$ cat src/design/spq_pkg.sv
// ----------------------------------------------------------------------------
// spq_pkg
// Shared types and codes for the sorted priority queue.
// ----------------------------------------------------------------------------
package spq_pkg;

	localparam int VALUE_W = 32;
	localparam int PRIO_W  = 16;
	localparam int STAT_W  = 2;
	localparam int OCC_W   = 5;

	// command codes
	localparam logic CMD_INSERT = 1'b0;
	localparam logic CMD_REMOVE = 1'b1;

	// result status codes
	localparam logic [STAT_W-1:0] ST_INSERTED = 2'd0;
	localparam logic [STAT_W-1:0] ST_REMOVED  = 2'd1;
	localparam logic [STAT_W-1:0] ST_EMPTY    = 2'd2;
	localparam logic [STAT_W-1:0] ST_FULL     = 2'd3;

	// one stored entry
	typedef struct packed {
		logic signed [VALUE_W-1:0] value;
		logic signed [PRIO_W-1:0]  prio;
	} entry_t;

	// broadcast control for every cell of the chain
	typedef struct packed {
		logic   ins;
		logic   rem;
		entry_t item;
	} cell_ctl_t;

endpackage

$ cat src/design/spq_if.sv
// ----------------------------------------------------------------------------
// spq_if
// Request and response channels of the sorted priority queue.
// ----------------------------------------------------------------------------
interface spq_req_if;
	logic                                  valid;
	logic                                  ready;
	logic                                  cmd;
	logic signed [spq_pkg::VALUE_W-1:0]    item_value;
	logic signed [spq_pkg::PRIO_W-1:0]     item_priority;

	modport source (output valid, output cmd, output item_value, output item_priority,
		input ready);
	modport sink (input valid, input cmd, input item_value, input item_priority,
		output ready);
endinterface

interface spq_rsp_if;
	logic                                  valid;
	logic                                  ready;
	logic signed [spq_pkg::VALUE_W-1:0]    out_value;
	logic [spq_pkg::STAT_W-1:0]            status;
	logic [spq_pkg::OCC_W-1:0]             occupancy;

	modport source (output valid, output out_value, output status, output occupancy,
		input ready);
	modport sink (input valid, input out_value, input status, input occupancy,
		output ready);
endinterface

$ cat src/design/spq_cell.sv
// ----------------------------------------------------------------------------
// spq_cell
// One slot of the sorted chain: holds an entry, decides locally whether it
// shifts toward the back on insert, and pulls from its back neighbor on remove.
// ----------------------------------------------------------------------------
module spq_cell (
	input  logic               clk,
	input  spq_pkg::cell_ctl_t ctl,
	input  logic               occ,
	input  logic               front_shift,
	input  spq_pkg::entry_t    front_entry,
	input  spq_pkg::entry_t    back_entry,
	output spq_pkg::entry_t    entry,
	output logic               shift
);

	spq_pkg::entry_t entry_q;

	// new item goes before this entry when this slot is empty or not smaller
	assign shift = !occ || (entry_q.prio >= ctl.item.prio);
	assign entry = entry_q;

	// slot update
	always_ff @(posedge clk) begin
		if (ctl.ins && shift) begin
			entry_q <= front_shift ? front_entry : ctl.item;
		end else if (ctl.rem) begin
			entry_q <= back_entry;
		end
	end

endmodule

$ cat src/design/sorted_priority_queue_top.sv
// ----------------------------------------------------------------------------
// sorted_priority_queue_top
// Bounded priority queue kept sorted by ascending signed priority.
// ----------------------------------------------------------------------------
// A row of CAPACITY cells holds the entries in order, front first. Every cell
// compares the incoming priority with its own entry in the same cycle, so an
// insert or a remove updates every cell at once. One transaction is accepted
// per cycle unless a response stalls, with its result registered next cycle.
// Requests keep flowing while a response waits, as long as the response is
// taken in the same cycle. An insert goes ahead of all stored entries with
// equal or greater priority (newest first among equals); an insert into a full
// queue is dropped with status full, a remove from an empty queue returns
// status empty. out_value is zero except on a successful remove; occupancy is
// the entry count after the transaction, kept to its low five bits.
module sorted_priority_queue_top #(
	parameter int CAPACITY = 16
) (
	input  logic           clk,
	input  logic           arst_n,
	spq_req_if.sink        req,
	spq_rsp_if.source      rsp
);

	localparam int CW = $clog2(CAPACITY + 1);

	logic [CW-1:0]              count_q;
	logic                       rsp_valid_q;
	logic signed [spq_pkg::VALUE_W-1:0] rsp_value_q;
	logic [spq_pkg::STAT_W-1:0] rsp_status_q;
	logic [spq_pkg::OCC_W-1:0]  rsp_occ_q;

	logic                       accept;
	logic                       full;
	logic                       empty;
	logic [CW-1:0]              count_next;
	spq_pkg::cell_ctl_t         ctl;

	spq_pkg::entry_t            entries [CAPACITY];
	logic [CAPACITY-1:0]        shifts;

	// handshake and command decode
	assign req.ready = !rsp_valid_q || rsp.ready;
	assign accept    = req.valid && req.ready;
	assign full      = (count_q == CW'(CAPACITY));
	assign empty     = (count_q == '0);

	assign ctl.ins        = accept && (req.cmd == spq_pkg::CMD_INSERT) && !full;
	assign ctl.rem        = accept && (req.cmd == spq_pkg::CMD_REMOVE) && !empty;
	assign ctl.item.value = req.item_value;
	assign ctl.item.prio  = req.item_priority;

	always_comb begin
		count_next = count_q;
		if (ctl.ins) begin
			count_next = count_q + CW'(1);
		end else if (ctl.rem) begin
			count_next = count_q - CW'(1);
		end
	end

	// chain of cells
	for (genvar i = 0; i < CAPACITY; i++) begin : g_cell
		logic            occ;
		logic            front_shift;
		spq_pkg::entry_t front_entry;
		spq_pkg::entry_t back_entry;

		assign occ = (CW'(i) < count_q);

		if (i == 0) begin : g_front
			assign front_shift = 1'b0;
			assign front_entry = ctl.item;
		end else begin : g_mid
			assign front_shift = shifts[i-1];
			assign front_entry = entries[i-1];
		end

		if (i == CAPACITY - 1) begin : g_back
			assign back_entry = entries[i];
		end else begin : g_next
			assign back_entry = entries[i+1];
		end

		spq_cell u_cell (
			.clk         (clk),
			.ctl         (ctl),
			.occ         (occ),
			.front_shift (front_shift),
			.front_entry (front_entry),
			.back_entry  (back_entry),
			.entry       (entries[i]),
			.shift       (shifts[i])
		);
	end

	// entry count
	always_ff @(posedge clk or negedge arst_n) begin
		if (!arst_n) begin
			count_q <= '0;
		end else begin
			count_q <= count_next;
		end
	end

	// response register control
	always_ff @(posedge clk or negedge arst_n) begin
		if (!arst_n) begin
			rsp_valid_q <= 1'b0;
		end else if (accept) begin
			rsp_valid_q <= 1'b1;
		end else if (rsp.ready) begin
			rsp_valid_q <= 1'b0;
		end
	end

	// response payload
	always_ff @(posedge clk) begin
		if (accept) begin
			rsp_occ_q   <= spq_pkg::OCC_W'(count_next);
			rsp_value_q <= '0;
			if (req.cmd == spq_pkg::CMD_INSERT) begin
				rsp_status_q <= full ? spq_pkg::ST_FULL : spq_pkg::ST_INSERTED;
			end else if (empty) begin
				rsp_status_q <= spq_pkg::ST_EMPTY;
			end else begin
				rsp_status_q <= spq_pkg::ST_REMOVED;
				rsp_value_q  <= entries[0].value;
			end
		end
	end

	assign rsp.valid     = rsp_valid_q;
	assign rsp.out_value = rsp_value_q;
	assign rsp.status    = rsp_status_q;
	assign rsp.occupancy = rsp_occ_q;

endmodule

$ cat src/flat_wrapper.sv
// flat-port wrapper written by rule: the top's interface ports become plain ports
module sorted_priority_queue_top_flat 
#(
	parameter int CAPACITY = 16
)
  (clk, arst_n, req_valid, req_cmd, req_item_value, req_item_priority, req_ready, rsp_valid, rsp_out_value, rsp_status, rsp_occupancy, rsp_ready);
  spq_req_if req_i ();
  spq_rsp_if rsp_i ();
  input  logic clk;
  input  logic arst_n;
  input wire logic [$bits(req_i.valid)-1:0] req_valid;
  input wire logic [$bits(req_i.cmd)-1:0] req_cmd;
  input wire logic [$bits(req_i.item_value)-1:0] req_item_value;
  input wire logic [$bits(req_i.item_priority)-1:0] req_item_priority;
  output wire logic [$bits(req_i.ready)-1:0] req_ready;
  output wire logic [$bits(rsp_i.valid)-1:0] rsp_valid;
  output wire logic [$bits(rsp_i.out_value)-1:0] rsp_out_value;
  output wire logic [$bits(rsp_i.status)-1:0] rsp_status;
  output wire logic [$bits(rsp_i.occupancy)-1:0] rsp_occupancy;
  input wire logic [$bits(rsp_i.ready)-1:0] rsp_ready;
  assign req_i.valid = req_valid;
  assign req_i.cmd = req_cmd;
  assign req_i.item_value = req_item_value;
  assign req_i.item_priority = req_item_priority;
  assign req_ready = req_i.ready;
  assign rsp_valid = rsp_i.valid;
  assign rsp_out_value = rsp_i.out_value;
  assign rsp_status = rsp_i.status;
  assign rsp_occupancy = rsp_i.occupancy;
  assign rsp_i.ready = rsp_ready;
  sorted_priority_queue_top #(.CAPACITY(CAPACITY)) u_core (.clk(clk), .arst_n(arst_n), .req(req_i), .rsp(rsp_i));
endmodule
$ cat config.mk
export PLATFORM = sky130hd
export DESIGN_NAME = sorted_priority_queue_top_flat
export DESIGN_NICKNAME = d
export VERILOG_FILES = /design/src/design/spq_pkg.sv /design/src/design/spq_if.sv /design/src/design/spq_cell.sv /design/src/design/sorted_priority_queue_top.sv /design/src/flat_wrapper.sv
export SDC_FILE = /design/constraint.sdc
export NUM_CORES = 2
export LEC_CHECK = 0
export BUFFER_PORTS_ARGS = -buffer_cell sky130_fd_sc_hd__buf_2
export CAP_MARGIN = 20
export CORE_AREA = 10 10 284 286
export DETAILED_ROUTE_END_ITERATION = 10
export DIE_AREA = 0 0 294 296
export GPL_ROUTABILITY_DRIVEN = 0
export MAX_ROUTING_LAYER = met4
export PLACE_DENSITY = 0.87
export SLEW_MARGIN = 20
export SYNTH_ARGS = -nofsm -noshare
export SYNTH_HDL_FRONTEND = slang
export SYNTH_SLANG_ARGS = --single-unit
$ cat constraint.sdc
create_clock -name clk -period 7.55 [get_ports clk]
set_clock_uncertainty 0.05 [all_clocks]
set_input_delay 0.755 -clock clk [delete_from_list [all_inputs] [get_ports clk]]
set_output_delay 0.755 -clock clk [all_outputs]
set_load 0.02 [all_outputs]
# == Yosys cells after proc, flatten, opt, wreduce, memory -nomap -nowiden ==
# Index checks and enable logic that the tools add are counted.
# op_classes
n_mul,0
magnitude_cmp,32
n_eq_ne,1
mux,52
n_div,0
bitwise_logic,1
n_addsub,2
shifts,0
n_reduce_logical,75
# op_table
cell,n
$mux 48,45
$ge 16x16->1,16
$lt 4x5->1 const A,8
$reduce_bool 2->1,16
$logic_and 1x1->1,21
$lt 3x5->1 const A,4
$logic_not 1->1,19
$logic_or 1x1->1,17
$lt 1x5->1 const A,2
$lt 2x5->1 const A,2
$mux 5,2
$mux 2,3
$add 5x1->5 const B,1
$eq 5x5->1 const B,1
$logic_not 5->1,1
$sub 5x1->5 const B,1
$mux 1,2
$reduce_or 2->1,1
$not 1->1,1
# word_totals
latch_bits,0
memories,0
ram_bits,0
out_inout_bits,41
rom_bits,0
regBits,813
input_bits,53
word_cells,200

# == Logic depth before layout (Yosys ltp) ==
# depth
ltp_word,7
depth_mapped,14
ltp_nobuf,9

# == Modules after synthesis ==
# Synthesis repeated with hierarchy kept, for this count alone.
# hier_totals
hier_cells,3868
hier_area_um2,50049.3
# by_module_without_submodules
mod,instances,cells_per_inst,area_each_um2,seq_area_each_um2
spq_cell,16,232,3001.6,1441.4
sorted_priority_queue_top,1,156,2023.2,1321.3

# == Least setup slack after synthesis ==
# No wires, ideal clock.
# synth_timing
kind,input to register
from,input port req_item_priority[15]
to,register u_core.g_cell[0].u_cell.entry_q (netlist bit u_core.g_cell[0].u_cell.entry[0]) (enable)
required_ps,6980
path_buffers,5
path_slack_ps,-62
cell_stages,13
arrival_ps,7043
setup_time_ps,520
path_cell_list,clkbuf_1 > clkbuf_1 > inv_1 > ha_1 > nand4_1 > or3_1 > o211a_1 > or4_1 > and3_1 > buf_6 > buf_2 > buf_2 > o21ai_0
# synth_between
elab_chain_cells,4
# synth_rtl
item,line_no,rtl
from (decl),flat_wrapper.sv:14,input wire logic [$bits(req_i.item_priority)-1:0] req_item_priority;
$ge 16x16->1,spq_cell.sv:20,assign shift = !occ || (entry_q.prio >= ctl.item.prio);
$logic_or 1x1->1,spq_cell.sv:20,
$logic_and 1x1->1,spq_cell.sv:25,if (ctl.ins && shift) begin
$reduce_bool 2->1 (no source line),--,
to (signal assigned),spq_cell.sv:26,entry_q <= front_shift ? front_entry : ctl.item;
to (signal assigned),spq_cell.sv:28,entry_q <= back_entry;
to (decl),spq_cell.sv:17,spq_pkg::entry_t entry_q;
# No other way between the ends.
# A chain may end at the register's enable or synchronous reset.

# == Worst setup path after layout ==
# layout_timing
from,input port req_item_priority[9]
to,"register u_core.g_cell[0].u_cell.entry_q (netlist bit u_core.g_cell[0].u_cell.entry[37]), data pin"
# layout_between
elab_chain_cells,4
# layout_rtl
item,line_no
$ge 16x16->1,spq_cell.sv:20
$logic_or 1x1->1,spq_cell.sv:20
$logic_and 1x1->1,spq_cell.sv:25
$mux 48,spq_cell.sv:25
# No other way between the ends.

==> flow_metrics.tcl <==
set metrics [dict create \
    htreeDepth 3 \
    coreArea_sq_mm 0.0752 \
    area_delta_synth_final_pct 8.19 \
    critical_path.slowest_cell "nor2_8" \
    tns_ps 0 \
    io_pins 94 \
    peakVddDrop_mv 0.243 \
    synth_top_cell_area_share_pct 51.0 \
    finalCriticalPeriod_ps 5510 \
    fin_area_sq_mm 0.0514 \
    die-area_sq_mm 0.0870 \
    rsz0062_at_grt "no" \
    clk_latency_ps 680 \
    fin_util_pct 68.3 \
    maxSlewHeadroom_pct 20.4 \
    cts_sinks 813 \
    setup_slack_ps 2040 \
    antenna_found_initial 0 \
    wl_per_cell_um 27.4 \
    drv_slew 0 \
    clk_pin_slew_worst_paths_ps 60 \
    hold_class "in -> reg" \
    ys_warn_count 0 \
    synthDistinctLibCells 75 \
    ys_ff_latch 813 \
    grt_max_degree 97 \
    numPortBuffers 93 \
    dpl_worst_slack_ps 1570 \
    cpMostUsedCell "buf_4" \
    drive_above_1_share_pct 14.7 \
    drc 0 \
    cp-end-kind "flop" \
    fillCellCount 5083 \
    synth_area_sq_mm 0.0475 \
    crit_path_start_kind "primary input" \
    num_vias 38301 \
    tightest_slew_ps 1190 \
    worstPathCellList "buf_2 > inv_1 > ha_1 > nand4_1 > or3_1 > o211a_1 > or4_1 > and3_2 > buf_4 > nor2_8 > buf_4 > mux2_4" \
    cts_tree "built" \
    critPathMaxFanout 40 \
    slowest_delay_ps 870 \
    fp.dieH_um 296 \
    grt_use_total_pct 33.3 \
    die_w_um 294 \
    synth_edf_count 807 \
    detailed_place.area_sq_mm 0.0486 \
    viasPerCell 7.27 \
    cts-root-buf "clkbuf_16" \
    dp_hpwl_mm 87.6 \
    avgSynthCellArea_sq_um 11.0 \
    grt_first_pass_wirelength_mm 219 \
    initial_core_util_pct 63.2 \
    fmaxAchievable_mhz 182 \
    synth_cells 4333 \
    nNetsFinal 4531 \
    ant_nets 0 \
    synth_seq_area_share_pct 51.3 \
    required_ps 7920 \
    drt_pass1_iterations 8 \
    ys_top_cells_by_area "edfxtp_1 51%, mux2i_1 7.2%, ha_1 6.8%" \
    syn_nets 4645 \
    drtIter0Drc 5988 \
    p_leak_nw 19.6 \
    cts_buffer_depth 3 \
    cap_violations 0 \
    setup_viol 0 \
    async_flop_share_pct 0.738 \
    grt-ovfl-total 0 \
    status "finished, final reports clean" \
    worstSetupPathType "in -> reg" \
    diodes 0 \
    synth_top_area_cell "edfxtp_1" \
    grt_pass1_vias 37213 \
    row_count 101 \
    hold_viol_final 0 \
    arrival_ps 5880 \
    power.density_mw_per_mm2 305 \
    fin_crit_sh_pct 72.9 \
    yosys_most_used_dff "edfxtp_1" \
    tritoncts.num_buffers 86 \
    wirelength_mm 144 \
]
==> final timing paths <==
| check | startpoint | end | slack [ps] | cells past startpoint |
|---|---|---|---|---|
| setup / recovery | req_item_priority[9] | u_core.g_cell[0].u_cell.entry[37] | 2040 | 12 |
| hold / removal | req_valid | u_core.rsp.valid | 280 | 2 |
| min in group asynchronous | arst_n | u_core.count_q[0] | 410 | 2 |
| setup reg to reg | u_core.g_cell[0].u_cell.entry[15] | u_core.g_cell[0].u_cell.entry[37] | 2660 | 10 |
| max in group asynchronous | arst_n | u_core.count_q[3] | 6870 | 2 |
| hold reg to reg | u_core.g_cell[15].u_cell.entry[39] | u_core.g_cell[14].u_cell.entry[39] | 490 | 1 |
==> cell type report <==
type                    count  area, sq um  share of cell area, %
multi-input cells        3106        21800                   42.3
well taps                 978         1220                   2.38
repair buffers            164         1110                   2.16
inverters                  48          180                  0.351
clock inverters            56          485                  0.945
flip-flops and latches    813        24400                   47.4
clock buffers             100         2260                   4.39
==> cells in the mapped netlist, drive strengths merged (11+ instances only) <==
| master | count |
|---|---|
| nand4 | 51 |
| o21a | 21 |
| nor2b | 20 |
| and2 | 36 |
| mux2i | 343 |
| a21o | 27 |
| a21oi | 372 |
| nand3 | 69 |
| ha | 259 |
| nor3 | 11 |
| a221oi | 48 |
| edfxtp | 807 |
| clkbuf | 245 |
| buf | 121 |
| nor2 | 276 |
| inv | 48 |
| o211ai | 15 |
| o31ai | 11 |
| mux2 | 285 |
| nand3b | 47 |
| a211oi | 14 |
| a31oi | 199 |
| nand2 | 476 |
| o21ai | 418 |
==> per-layer routing <==
layer / routed length (um) / vias to the layer above / GRT usage (%)
met5: 0 / - / -
met3: 20000 / 580 / 7.36
met4: 7570 / 0 / 15.9
met2: 64100 / 3363 / 49.6
li1: - / 16114 / -
met1: 52700 / 18244 / 43.0
==> power breakdown <==
| group | internal, mW | leakage [nW] | switching, mW | total, mW |
|---|---|---|---|---|
| registers | 5.95 | 7.64 | 0.483 | 6.43 |
| logic | 1.79 | 10.6 | 3.20 | 4.99 |
| clock network | 2.35 | 1.33 | 1.90 | 4.25 |
| total | 10.1 | 19.6 | 5.58 | 15.7 |
==> cell families after synthesis <==
family	after synthesis	share of synthesized area, %
and+or+nand+nor	1047	9.90
xor gates and xnor gates	4	0.0737
muxes	628	14.1
buffers and inverters	414	3.70
adders and majority gates	259	6.82
DFF	813	51.3
AOI/OAI and AO/OA	1168	14.0
==> flip-flops by register name, summed over array words and instances, names as in the netlist <==
name / flops
u_core.g_cell.u_cell.entry: 768
u_core.rsp.out_value: 32
u_core.count_q: 5
u_core.rsp.occupancy: 5
u_core.rsp.status: 2
u_core.rsp.valid: 1
==> critical path, delay by kind of cell <==
kind	cells	cell delay, ps
fa+ha+maj	1	450
compound gates	1	220
buf+inv	4	1550
simple gates	5	2460
mux	1	320
==> layout by cell type, fill, tap and decap left out, drive strengths merged, types with 4 or more instances in the layout <==
master,Yosys,layout
or3,7,7
a21o,27,27
nand2,476,476
clkinvlp,0,5
clkinv,0,42
a211oi,14,14
and3,6,6
and4,9,9
inv,48,51
and2,36,36
or2,7,7
o31ai,11,11
o21a,21,21
a21boi,5,5
mux2i,343,343
nor2,276,276
edfxtp,807,807
o211ai,15,15
a211o,7,7
a21oi,372,372
nor3,11,11
bufinv,0,6
nor2b,20,20
nand3b,47,47
xnor2,4,4
dfrtp,6,6
a31oi,199,199
nor4,8,8
nand2b,6,6
nand4,51,51
mux2,285,285
or4,6,6
buf,121,163
nor3b,6,6
nand3,69,69
a221oi,48,48
ha,259,259
clkbuf,245,100
o21ai,418,418
==> stage by stage <==
stage / cells / power [mW] / hold WS [ps]
after global placement: 5105 / 11.0 / 455
final: 5265 / 15.7 / 281
after CTS: 5262 / 15.4 / 268
after detailed placement: 5105 / 11.2 / 483
after global routing: 5265 / 16.2 / 284
after floorplan: 4333 / 9.74 / 409
==> repair_timing <==
action,4_1_cts,5_1_grt
hold endpoints to repair,6,0
buffers inserted,0,0
hold buffers,1,0
gates resized for setup,0,0
Note: power is estimated with default switching activity, not from simulation.
